$ cat config.mk
export PLATFORM = sky130hd
export DESIGN_NAME = ringtone_text_note_parser
export DESIGN_NICKNAME = d
export VERILOG_FILES = /design/src/rtl/rtnp_pkg.sv /design/src/rtl/ringtone_text_note_parser.sv
export SDC_FILE = /design/constraint.sdc
export NUM_CORES = 1
export LEC_CHECK = 0
export BUFFER_PORTS_ARGS = -buffer_cell sky130_fd_sc_hd__buf_2
export CORE_MARGIN = 1
export CORE_UTILIZATION = 57
export CTS_CLUSTER_DIAMETER = 50
export DETAILED_ROUTE_END_ITERATION = 8
export PLACE_DENSITY_LB_ADDON = 0.12
export SYNTH_ARGS = -nofsm -noshare
export SYNTH_HDL_FRONTEND = slang
export SYNTH_SLANG_ARGS = --single-unit
$ cat constraint.sdc
create_clock -name clk -period 5.3 [get_ports clk]
set_input_delay 0.53 -clock clk [delete_from_list [all_inputs] [get_ports clk]]
set_output_delay 0.53 -clock clk [all_outputs]
set_load 0.03 [all_outputs]
$ cat src/rtl/rtnp_pkg.sv
// Shared types, character codes and header defaults for the ringtone text note parser.
// Used by ringtone_text_note_parser; depends on nothing.
package rtnp_pkg;

  // Octave offset added to every note octave (0..9), wrapped to 4 bits.
  localparam logic [3:0]  OCTAVE_SHIFT   = 4'd0;

  localparam logic [15:0] DEF_LENGTH     = 16'd4;
  localparam logic [3:0]  DEF_OCTAVE     = 4'd6;
  localparam logic [17:0] DEF_WHOLE_MS   = 18'(((60 * 1000) / 63) * 2);
  localparam logic [17:0] MS_PER_MINUTE  = 18'(60 * 1000);
  localparam logic [15:0] OCTAVE_MIN     = 16'd3;
  localparam logic [15:0] OCTAVE_MAX     = 16'd7;

  // Divider: one quotient bit per cycle over an 18-bit dividend.
  localparam int          DIV_STEPS      = 18;
  localparam logic [4:0]  DIV_LAST       = 5'(DIV_STEPS - 1);

  localparam logic [7:0]  CH_NUL         = 8'h00;
  localparam logic [7:0]  CH_SPACE       = 8'h20;
  localparam logic [7:0]  CH_HASH        = 8'h23;
  localparam logic [7:0]  CH_COMMA       = 8'h2C;
  localparam logic [7:0]  CH_DOT         = 8'h2E;
  localparam logic [7:0]  CH_ZERO        = 8'h30;
  localparam logic [7:0]  CH_NINE        = 8'h39;
  localparam logic [7:0]  CH_COLON       = 8'h3A;
  localparam logic [7:0]  CH_A           = 8'h61;
  localparam logic [7:0]  CH_B           = 8'h62;
  localparam logic [7:0]  CH_C           = 8'h63;
  localparam logic [7:0]  CH_D           = 8'h64;
  localparam logic [7:0]  CH_E           = 8'h65;
  localparam logic [7:0]  CH_F           = 8'h66;
  localparam logic [7:0]  CH_G           = 8'h67;
  localparam logic [7:0]  CH_O           = 8'h6F;

  typedef enum logic [2:0] {
    PH_NAME,
    PH_HKEY,
    PH_HEQ,
    PH_HVAL,
    PH_NDUR,
    PH_NLET,
    PH_NMOD
  } phase_t;

  typedef enum logic [1:0] {
    KEY_NONE,
    KEY_D,
    KEY_O,
    KEY_B
  } hdr_key_t;

  typedef struct packed {
    logic [7:0] ch;
    logic       start_req;
  } in_word_t;

  typedef struct packed {
    logic [3:0]  semitone;
    logic [3:0]  octave;
    logic [17:0] duration_ms;
    logic        song_end;
  } out_word_t;

  // Semitone of a note letter; anything else (including p) is a rest.
  function automatic logic [3:0] letter_code(input logic [7:0] c);
    logic [3:0] code;
    code = 4'd0;
    unique case (c)
      CH_C:    code = 4'd1;
      CH_D:    code = 4'd3;
      CH_E:    code = 4'd5;
      CH_F:    code = 4'd6;
      CH_G:    code = 4'd8;
      CH_A:    code = 4'd10;
      CH_B:    code = 4'd12;
      default: code = 4'd0;
    endcase
    return code;
  endfunction

  function automatic logic is_digit(input logic [7:0] c);
    return (c >= CH_ZERO) && (c <= CH_NINE);
  endfunction

  // Decimal accumulate, saturating at 16 bits.
  function automatic logic [15:0] acc_digit(input logic [15:0] acc, input logic [7:0] c);
    logic [19:0] ext;
    logic [19:0] v;
    ext = {4'b0, acc};
    v   = (ext << 3) + (ext << 1) + {16'b0, 4'(c - CH_ZERO)};
    return (v > 20'd65535) ? 16'hFFFF : v[15:0];
  endfunction

endpackage

$ cat src/rtl/ringtone_text_note_parser.sv
// Ringtone text note parser: top level, character parser plus one shared divider.
// Depends on rtnp_pkg for word types, character codes and header defaults.
//
// Usage:
//   in_valid/in_ready/in_data carry one song text byte per word (ch) plus
//   start_req, which restarts parsing with header defaults at that byte.
//   out_valid/out_ready/out_data carry result words: one note (semitone,
//   octave, duration_ms) per ',' or NUL that closes a note, and an end
//   marker (song_end = 1, other fields zero) after every NUL while parsing.
// Sequencing:
//   A byte that only changes parser state leaves the sequencer idle. A byte
//   that closes a note or a b= header field runs the shared restoring divider,
//   one quotient bit per cycle, and the block takes no new byte until it is
//   through with that one; the end marker is written after the note word (or
//   straight from idle for a bare NUL). in_ready is high only while the
//   sequencer is idle.
// Reset:
//   rst clears the sequencer and output valid, loads header defaults
//   (length 4, octave 6, 1904 ms whole note) and leaves the parser stopped;
//   bytes give no result until one arrives with start_req set.
// Stall:
//   The output register holds its word until taken. While the sequencer is
//   idle the parser keeps taking bytes that give no result; a byte that gives
//   one waits in the sequencer, blocking input, until the output register frees up.
module ringtone_text_note_parser
  import rtnp_pkg::*;
(
  input  logic      clk,
  input  logic      rst,
  input  logic      in_valid,
  output logic      in_ready,
  input  in_word_t  in_data,
  output logic      out_valid,
  input  logic      out_ready,
  output out_word_t out_data
);

  typedef enum logic [1:0] {
    S_IDLE,
    S_DIV,
    S_NOTE,
    S_END
  } seq_state_t;

  seq_state_t  state;

  // Parser state
  phase_t      phase;
  hdr_key_t    hdr_key;
  logic [15:0] number_acc;
  logic [15:0] default_length;
  logic [3:0]  default_octave;
  logic [17:0] whole_note_ms;
  logic [3:0]  pending_semitone;
  logic        pending_dotted;
  logic [3:0]  pending_octave;
  logic        octave_given;
  logic        playing;

  // Job captured for the sequencer
  logic        job_is_bpm;
  logic        job_end;
  logic [3:0]  job_semitone;
  logic [3:0]  job_octave;
  logic        job_dotted;

  // Shared divider
  logic [15:0] div_rem;
  logic [17:0] div_q;
  logic [15:0] div_den;
  logic [4:0]  div_cnt;

  // Next parser values for an accepted byte
  phase_t      phase_next;
  hdr_key_t    hdr_key_next;
  logic [15:0] number_acc_next;
  logic [15:0] default_length_next;
  logic [3:0]  default_octave_next;
  logic [17:0] whole_note_ms_next;
  logic [3:0]  pending_semitone_next;
  logic        pending_dotted_next;
  logic [3:0]  pending_octave_next;
  logic        octave_given_next;
  logic        playing_next;

  logic        emit_note;
  logic        emit_end;
  logic        run_bpm;
  logic        key_byte;
  logic [15:0] bpm_den;
  logic [15:0] note_len;
  logic [3:0]  note_octave;

  logic [16:0] rem_sh;
  logic        q_bit;
  logic [15:0] rem_new;
  logic [17:0] q_new;
  logic [18:0] dur_sum;
  logic        out_free;
  logic        out_load;

  assign in_ready = (state == S_IDLE) && !rst;
  assign out_free = !out_valid || out_ready;
  assign out_load = ((state == S_NOTE) || (state == S_END)) && out_free;

  // Note length and octave come from the state before this byte; a byte
  // that closes a note never also carries start_req effects into them.
  always_comb begin
    note_len = (number_acc == 16'd0) ? default_length : number_acc;
    if (note_len == 16'd0) begin
      note_len = 16'd1;
    end
    note_octave = (octave_given ? pending_octave : default_octave) + OCTAVE_SHIFT;
  end

  // Byte parser: next state for one accepted word.
  always_comb begin
    phase_next            = phase;
    hdr_key_next          = hdr_key;
    number_acc_next       = number_acc;
    default_length_next   = default_length;
    default_octave_next   = default_octave;
    whole_note_ms_next    = whole_note_ms;
    pending_semitone_next = pending_semitone;
    pending_dotted_next   = pending_dotted;
    pending_octave_next   = pending_octave;
    octave_given_next     = octave_given;
    playing_next          = playing;
    emit_note             = 1'b0;
    emit_end              = 1'b0;
    run_bpm               = 1'b0;
    key_byte              = 1'b0;
    bpm_den               = (number_acc == 16'd0) ? 16'd1 : number_acc;

    if (in_data.start_req) begin
      hdr_key_next          = KEY_NONE;
      number_acc_next       = 16'd0;
      default_length_next   = DEF_LENGTH;
      default_octave_next   = DEF_OCTAVE;
      whole_note_ms_next    = DEF_WHOLE_MS;
      pending_semitone_next = 4'd0;
      pending_dotted_next   = 1'b0;
      pending_octave_next   = 4'd0;
      octave_given_next     = 1'b0;
      phase_next            = PH_NAME;
      playing_next          = 1'b1;
    end

    if (playing_next) begin
      if (in_data.ch == CH_NUL) begin
        emit_note             = (phase_next == PH_NLET) || (phase_next == PH_NMOD);
        emit_end              = 1'b1;
        playing_next          = 1'b0;
        phase_next            = PH_NAME;
        number_acc_next       = 16'd0;
        pending_semitone_next = 4'd0;
        pending_dotted_next   = 1'b0;
        pending_octave_next   = 4'd0;
        octave_given_next     = 1'b0;
      end else begin
        unique case (phase_next)
          PH_NAME: begin
            if (in_data.ch == CH_COLON) begin
              phase_next   = PH_HKEY;
              hdr_key_next = KEY_NONE;
            end
          end
          PH_HKEY: begin
            key_byte = 1'b1;
          end
          PH_HEQ: begin
            number_acc_next = 16'd0;
            phase_next      = PH_HVAL;
          end
          PH_HVAL: begin
            if (is_digit(in_data.ch)) begin
              number_acc_next = acc_digit(number_acc_next, in_data.ch);
            end else begin
              // Close the header field; bpm goes to the divider.
              unique case (hdr_key_next)
                KEY_D: begin
                  if (number_acc_next != 16'd0) begin
                    default_length_next = number_acc_next;
                  end
                end
                KEY_O: begin
                  if (number_acc_next >= OCTAVE_MIN && number_acc_next <= OCTAVE_MAX) begin
                    default_octave_next = number_acc_next[3:0];
                  end
                end
                KEY_B:    run_bpm = 1'b1;
                KEY_NONE: ;
                default:  ;
              endcase
              hdr_key_next = KEY_NONE;
              phase_next   = PH_HKEY;
              key_byte     = 1'b1;
            end
          end
          PH_NDUR: begin
            if (is_digit(in_data.ch)) begin
              number_acc_next = acc_digit(number_acc_next, in_data.ch);
            end else if (in_data.ch != CH_SPACE && in_data.ch != CH_COMMA) begin
              pending_semitone_next = letter_code(in_data.ch);
              phase_next            = PH_NLET;
            end
          end
          default: begin
            if (in_data.ch == CH_COMMA) begin
              emit_note             = 1'b1;
              number_acc_next       = 16'd0;
              pending_semitone_next = 4'd0;
              pending_dotted_next   = 1'b0;
              pending_octave_next   = 4'd0;
              octave_given_next     = 1'b0;
              phase_next            = PH_NDUR;
            end else if (in_data.ch == CH_HASH) begin
              if (phase_next == PH_NLET) begin
                pending_semitone_next = pending_semitone_next + 4'd1;
                phase_next            = PH_NMOD;
              end
            end else if (in_data.ch == CH_DOT) begin
              pending_dotted_next = 1'b1;
              phase_next          = PH_NMOD;
            end else if (is_digit(in_data.ch)) begin
              pending_octave_next = 4'(in_data.ch - CH_ZERO);
              octave_given_next   = 1'b1;
              phase_next          = PH_NMOD;
            end
          end
        endcase

        if (key_byte) begin
          if (in_data.ch == CH_COLON) begin
            phase_next            = PH_NDUR;
            number_acc_next       = 16'd0;
            pending_semitone_next = 4'd0;
            pending_dotted_next   = 1'b0;
            pending_octave_next   = 4'd0;
            octave_given_next     = 1'b0;
          end else if (in_data.ch == CH_D) begin
            hdr_key_next = KEY_D;
            phase_next   = PH_HEQ;
          end else if (in_data.ch == CH_O) begin
            hdr_key_next = KEY_O;
            phase_next   = PH_HEQ;
          end else if (in_data.ch == CH_B) begin
            hdr_key_next = KEY_B;
            phase_next   = PH_HEQ;
          end
        end
      end
    end
  end

  // One restoring divide step: shift in the next dividend bit, trial subtract.
  always_comb begin
    rem_sh  = {div_rem, div_q[17]};
    q_bit   = (rem_sh >= {1'b0, div_den});
    rem_new = q_bit ? 16'(rem_sh - {1'b0, div_den}) : rem_sh[15:0];
    q_new   = {div_q[16:0], q_bit};
    // Dotted note adds half, rounded down.
    dur_sum = {1'b0, div_q} + (job_dotted ? {2'b0, div_q[17:1]} : 19'd0);
  end

  always_ff @(posedge clk) begin
    if (rst) begin
      state            <= S_IDLE;
      out_valid        <= 1'b0;
      phase            <= PH_NAME;
      hdr_key          <= KEY_NONE;
      number_acc       <= 16'd0;
      default_length   <= DEF_LENGTH;
      default_octave   <= DEF_OCTAVE;
      whole_note_ms    <= DEF_WHOLE_MS;
      pending_semitone <= 4'd0;
      pending_dotted   <= 1'b0;
      pending_octave   <= 4'd0;
      octave_given     <= 1'b0;
      playing          <= 1'b0;
      job_is_bpm       <= 1'b0;
      job_end          <= 1'b0;
      div_cnt          <= 5'd0;
    end else begin
      // Load a new word when the register frees up, else drop a taken one.
      if (out_load) begin
        out_valid <= 1'b1;
      end else if (out_ready) begin
        out_valid <= 1'b0;
      end

      unique case (state)
        S_IDLE: begin
          if (in_valid) begin
            phase            <= phase_next;
            hdr_key          <= hdr_key_next;
            number_acc       <= number_acc_next;
            default_length   <= default_length_next;
            default_octave   <= default_octave_next;
            whole_note_ms    <= whole_note_ms_next;
            pending_semitone <= pending_semitone_next;
            pending_dotted   <= pending_dotted_next;
            pending_octave   <= pending_octave_next;
            octave_given     <= octave_given_next;
            playing          <= playing_next;

            // Hold the closed note's fields for the result word.
            job_is_bpm   <= run_bpm;
            job_end      <= emit_end;
            job_semitone <= pending_semitone;
            job_octave   <= note_octave;
            job_dotted   <= pending_dotted;

            div_rem <= 16'd0;
            div_cnt <= DIV_LAST;
            if (run_bpm) begin
              div_q   <= MS_PER_MINUTE;
              div_den <= bpm_den;
            end else begin
              div_q   <= whole_note_ms;
              div_den <= note_len;
            end

            priority if (emit_note || run_bpm) begin
              state <= S_DIV;
            end else if (emit_end) begin
              state <= S_END;
            end else begin
              state <= S_IDLE;
            end
          end
        end
        S_DIV: begin
          div_rem <= rem_new;
          div_q   <= q_new;
          div_cnt <= div_cnt - 5'd1;
          if (div_cnt == 5'd0) begin
            if (job_is_bpm) begin
              whole_note_ms <= {q_new[16:0], 1'b0};
              state         <= S_IDLE;
            end else begin
              state <= S_NOTE;
            end
          end
        end
        S_NOTE: begin
          if (out_free) begin
            out_data.semitone    <= job_semitone;
            out_data.octave      <= job_octave;
            out_data.duration_ms <= dur_sum[17:0];
            out_data.song_end    <= 1'b0;
            state                <= job_end ? S_END : S_IDLE;
          end
        end
        S_END: begin
          if (out_free) begin
            out_data.semitone    <= 4'd0;
            out_data.octave      <= 4'd0;
            out_data.duration_ms <= 18'd0;
            out_data.song_end    <= 1'b1;
            state                <= S_IDLE;
          end
        end
        default: state <= S_IDLE;
      endcase
    end
  end

endmodule
Word level (Yosys, flattened, before mapping)
Cells that the tools add are included.

cells by class
  $lt $le $gt $ge = 6
  eq/ne operators = 32
  reductions and logical operators = 32
  bitwise gates (word level) = 1
  add/subtract/negate cells = 7
  mux-type cells = 144

operator list
  cell                                                                                   number
  16-bit two-way mux                                                                     21
  4-bit two-way mux                                                                      28
  18-bit two-way mux                                                                     6
  18-bit case mux with 2 select lines                                                    2
  8-bit by 7-bit equality test with 1-bit output (second input constant)                 8
  27-bit two-way mux                                                                     2
  27-bit case mux with 2 select lines                                                    1
  3-bit two-way mux                                                                      17
  16-bit case mux with 3 select lines                                                    1
  1-bit two-way mux                                                                      38
  2-bit two-way mux                                                                      18
  8-bit by 6-bit equality test with 1-bit output (second input constant)                 4
  16-bit logical NOT                                                                     2
  16-bit case mux with 2 select lines                                                    1
  4-bit case mux with 7 select lines                                                     1
  19-bit by 17-bit adder with 20-bit output                                              1
  20-bit by 4-bit adder with 20-bit output                                               1
  20-bit by 16-bit > comparator with 1-bit output (second input constant)                1
  18-bit by 17-bit adder with 18-bit output                                              1
  17-bit by 16-bit greater-or-equal comparator with 1-bit output                         1
  17-bit two-way mux                                                                     1
  16-bit by 2-bit greater-or-equal comparator with 1-bit output (second input constant)  1
  16-bit by 3-bit <= comparator with 1-bit output (second input constant)                1
  8-bit by 6-bit inequality test with 1-bit output (second input constant)               2
  other kinds (36)                                                                       62

storage, ports and cells
  output and inout bits = 29
  register bits after elaboration = 166
  logic and storage cells = 248
  input port bits = 13

Longest topological paths before layout
  depth after elaboration = 14
  mapped depth = 17
  depth with buffers taken out = 13

Worst setup path before layout
Ideal clock, no wire load.

  kind = input to register
  start = in in_data[0] in the netlist's numbering
  end = reg number_acc[12]
  stages on the path = 17
  required time = 5147 ps
  library setup time = 153 ps
  arrival = 4159 ps
  path slack = 988 ps
  cell sequence = clkbuf_1 clkbuf_1 buf_1 buf_1 nor2b_1 ha_1 ha_1 clkbuf_1 a21o_1 a211oi_1 a21oi_1 o21ai_0 nand3_1 a2111o_1 buf_6 nor3_4 a41oi_1

between the ends
  cells in the longest elaborated chain, start to end = 11
  elaborated cells between the ends (all ways) = 24
  those cells by class = add/sub: 2; order compare: 1; eq/ne: 4; mux: 14; reduce/logical: 3

ends and longest elaborated chain
  element                                          line                                                                source
  start, declared                                  ringtone_text_note_parser.sv:32                                     input in_word_t in_data,
  16-bit two-way mux                               ringtone_text_note_parser.sv:135                                    if (in_data.start_req) begin
  19-bit by 17-bit adder with 20-bit output        rtnp_pkg.sv:91                                                      v = (ext << 3) + (ext << 1) + {16'b0, 4'(c - CH_ZERO)};
  20-bit by 4-bit adder with 20-bit output         rtnp_pkg.sv:91
  20-bit by 16-bit > comparator with 1-bit output  rtnp_pkg.sv:92                                                      return (v > 20'd65535) ? 16'hFFFF : v[15:0];
  16-bit two-way mux                               rtnp_pkg.sv:92
  16-bit two-way mux                               ringtone_text_note_parser.sv:176, ringtone_text_note_parser.sv:201
  16-bit case mux with 3 select lines              ringtone_text_note_parser.sv:161                                    unique case (phase_next)
  16-bit two-way mux                               ringtone_text_note_parser.sv:234                                    if (in_data.ch == CH_COLON) begin
  16-bit two-way mux                               ringtone_text_note_parser.sv:233                                    if (key_byte) begin
  16-bit two-way mux                               ringtone_text_note_parser.sv:150                                    if (in_data.ch == CH_NUL) begin
  16-bit two-way mux (*)                           ringtone_text_note_parser.sv:149                                    if (playing_next) begin
  end signal, assigned                             ringtone_text_note_parser.sv:297                                    number_acc <= number_acc_next;
  end, declared                                    ringtone_text_note_parser.sv:50                                     logic [15:0] number_acc;

Mark *: on every way between the ends. The rest lies on a longest branch, timed or not. The select of a mux whose other input is x is not followed.
A chain may end at the register's enable or synchronous reset.

Final worst setup path
  start = reg number_acc[0]
  end = reg number_acc[12]

between the ends
  cells in the longest elaborated chain, start to end = 11

ends and longest elaborated chain
  element                                          line
  16-bit two-way mux (*)                           ringtone_text_note_parser.sv:135
  19-bit by 17-bit adder with 20-bit output (*)    rtnp_pkg.sv:91
  20-bit by 4-bit adder with 20-bit output (*)     rtnp_pkg.sv:91
  20-bit by 16-bit > comparator with 1-bit output  rtnp_pkg.sv:92
  16-bit two-way mux (*)                           rtnp_pkg.sv:92
  16-bit two-way mux (*)                           ringtone_text_note_parser.sv:176, ringtone_text_note_parser.sv:201
  16-bit case mux with 3 select lines (*)          ringtone_text_note_parser.sv:161
  16-bit two-way mux                               ringtone_text_note_parser.sv:234
  16-bit two-way mux (*)                           ringtone_text_note_parser.sv:233
  16-bit two-way mux (*)                           ringtone_text_note_parser.sv:150
  16-bit two-way mux (*)                           ringtone_text_note_parser.sv:149

Mark *: on every way between the ends. The rest lies on a longest branch, timed or not.

==> flow_metrics.py <==
metrics = {
    "clock_network": {
        "htree_num_levels": 4,
        "cts_root_buf": "clkbuf_16",
        "tritoncts": "done",
        "hold_buffers": 0,
        "clock_latency_ps": 430,
        "cts_resized": 0,
        "clockBufferDepth": 2,
        "cts_buffers": 17,
        "clock_sinks": 165,
        "cts.clk_slew.worst_paths_ps": 70,
        "postCtsSetupBuffers": 0,
    },
    "pwr": {
        "irDropWorstVdd_mv": 0.238,
        "leakage_uw": 0.00454,
        "power_uw": 3130,
        "powerDensity_mw_per_mm2": 280,
    },
    "critical_path": {
        "timing.rr.start": "number_acc[0]",
        "path_cells": "nor2b_1, xor2_1, ha_1, a21o_1, ha_1, a211oi_1, o211ai_2, nand3_2, or3_1, a21o_1, a2111o_1, nor3_4, a41oi_1",
        "crit_path_start_kind": "register",
        "crit_path_max_fanout": 9,
        "r2r_cells": 13,
        "cp.arrival_ps": 4170,
        "startpoint": "number_acc[0]",
        "cpMaxStageDelayCell": "a2111o_1",
        "cp-endpoint": "number_acc[12]",
        "r2r_slack_ps": 1400,
        "worstSetupEndpointType": "register",
        "cp.required_ps": 5560,
        "critPathKind": "register to register",
        "reg2reg_to": "number_acc[12]",
        "cpPeakStageDelay_ps": 520,
    },
    "place": {
        "placedCellCount": 1372,
        "dp_slack_ps": 976,
        "hpwl_mm": 17.4,
        "io_buffers": 41,
        "gp_congestion": 0.942,
    },
    "synthesis": {
        "synth-main-ff-cell": "edfxtp_1",
        "yosysWarnings": 0,
        "syn_area_per_cell_um2": 8.85,
        "ys_async_sr_fraction_pct": 0,
        "yosysTopAreaCellShare_pct": 25.4,
        "syn_inst": 1149,
        "synth_cell_types": 71,
        "synth_area_leaders": "edfxtp_1, dfxtp_1, ha_1",
        "synthTopCellsByCount": "nor2_1, nand2_1, a21oi_1",
        "synth_area_mm2": 0.0102,
        "yosysMostFrequentCell": "nor2_1",
        "synth_edf_count": 86,
        "syn_nets": 1232,
        "synth_seq_cells": 165,
        "ys_seq_area_share_pct": 41.0,
        "synth_top_cell_by_area": "edfxtp_1",
    },
    "sta": {
        "fin_skew_ps": 7.57,
        "fmax_ghz": 0.256,
        "hold_ws_ps": 430,
        "maxSlewViolCount": 0,
        "tns_ps": 0,
        "hold_viol_final": 0,
        "min_period_ps": 3900,
        "setup_viol": 0,
        "worst_pin_slew_ps": 1190,
        "fin_crit_sh_pct": 73.7,
        "grt_setup_unrepaired": "no",
        "setup_ws_ps": 1400,
        "slew_headroom_pct": 20.2,
    },
    "route": {
        "vias": 8637,
        "antenna_left": 0,
        "vias_per_cell": 6.15,
        "drt_iter0_drc": 689,
        "first_pass_iters": 5,
        "wire_per_inst_um": 17.3,
        "drt-total-wl_mm": 24.3,
        "drc": 0,
    },
    "die": {
        "initial_core_util_pct": 58.6,
        "pin_count": 42,
        "die_y_um": 136,
        "rows": 48,
        "coreArea_mm2": 0.0174,
        "die_w_um": 136,
        "die-area_mm2": 0.0184,
    },
    "run_status": {
        "outcome": "finished clean",
    },
    "finish": {
        "final_cells": 1404,
        "multi_input_area_mm2": 0.00562,
        "diodes": 0,
        "n_fill_cell": 1485,
        "drive_gt1_share_pct": 8.82,
        "area_growth_pct": 9.89,
        "seqCellArea_mm2": 0.00416,
        "nets": 1249,
    },
    "global_routing": {
        "grt_first_pass_wirelength_mm": 40.0,
        "grt_usage_pct": 27.6,
        "antenna_found_initial": 0,
        "grt_pass1_vias": 8015,
        "grt_max_degree": 40,
        "overflow": 0,
    },
    "min_path": {
        "hold_class": "primary input to register",
    },
    "flow_run": {
        "cap_violations": 0,
    },
}
==> metrics by stage <==
| step | cell area, µm² | utilization (%) |
|---|---|---|
| 2_1_floorplan | 10200 | - |
| 3_3_place_gp | 10500 | 60.8 |
| 3_5_place_dp | 10500 | 60.8 |
| 4_1_cts | 11200 | 64.4 |
| 5_1_grt | 11200 | 64.4 |
| 6_report | 11200 | 64.4 |
==> worst min path at each step <==
| stage | to | start | cells past startpoint |
|---|---|---|---|
| 2_1_floorplan | job_dotted | pending_dotted | 0 |
| 3_3_place_gp | job_dotted | pending_dotted | 0 |
| 3_5_place_dp | job_dotted | pending_dotted | 0 |
| 4_1_cts | out_valid | out_ready | 4 |
| 5_1_grt | out_valid | out_ready | 4 |
| 6_report | out_valid | out_ready | 4 |
==> kinds of logic after synthesis <==
family,after synthesis,share of synthesized area [%]
AOI/OAI and AO/OA,321,20.0
xor gates and xnor gates,37,3.26
adders and majority gates,70,8.84
buffers and inverters,105,4.05
DFF,165,41.0
muxes,17,1.72
and+or+nand+nor,434,21.1
==> state kept, by name, indices dropped and copies added (netlist names), 2 cells and up <==
signal,flops
out_data,27
div_q,18
whole_note_ms,17
default_length,16
div_den,16
div_rem,16
number_acc,16
div_cnt,5
default_octave,4
job_octave,4
job_semitone,4
pending_octave,4
pending_semitone,4
phase,3
hdr_key,2
state,2
==> critical path, delay by kind of cell, from the launching register on <==
| family | cells | cell delay, ps |
|---|---|---|
| AO/OA/AOI/OAI | 6 | 1350 |
| AND/OR/NAND/NOR | 4 | 1280 |
| adder cells (fa/ha/maj) | 2 | 550 |
| flip-flops | 1 | 410 |
| XOR/XNOR | 1 | 130 |
==> final cells by class <==
| class | count | share of cell area, % |
|---|---|---|
| Sequential cell | 165 | 37.3 |
| Clock inverter | 13 | 1.47 |
| Timing Repair Buffer | 51 | 2.51 |
| Multi-Input combinational cell | 879 | 50.3 |
| Tap cell | 225 | 2.52 |
| Inverter | 52 | 1.75 |
| Clock buffer | 19 | 4.15 |
==> metal layers <==
metal  routed length [µm]  GRT usage, %
met1                11000          37.0
met3                 1230          4.34
met5                    0             0
met4                  774          11.7
met2                11200          44.3
==> cell usage in the layout (no fill, tap or decap), types with 34 or more instances in the layout <==
cell type / count
nor2_1: 117
o21ai_0: 77
ha_1: 67
dfxtp_1: 79
inv_1: 52
nand2_1: 109
buf_2: 41
a21o_1: 34
a21oi_1: 87
edfxtp_1: 86
nor3_1: 39
==> where the power goes <==
part | internal [µW] | leakage [µW] | switching [µW]
combinational | 147 | 0.00279 | 255
clock | 749 | 0.000307 | 551
sequential | 1390 | 0.00144 | 30.5
total | 2290 | 0.00454 | 837
Power figures use the tool's default switching activity.
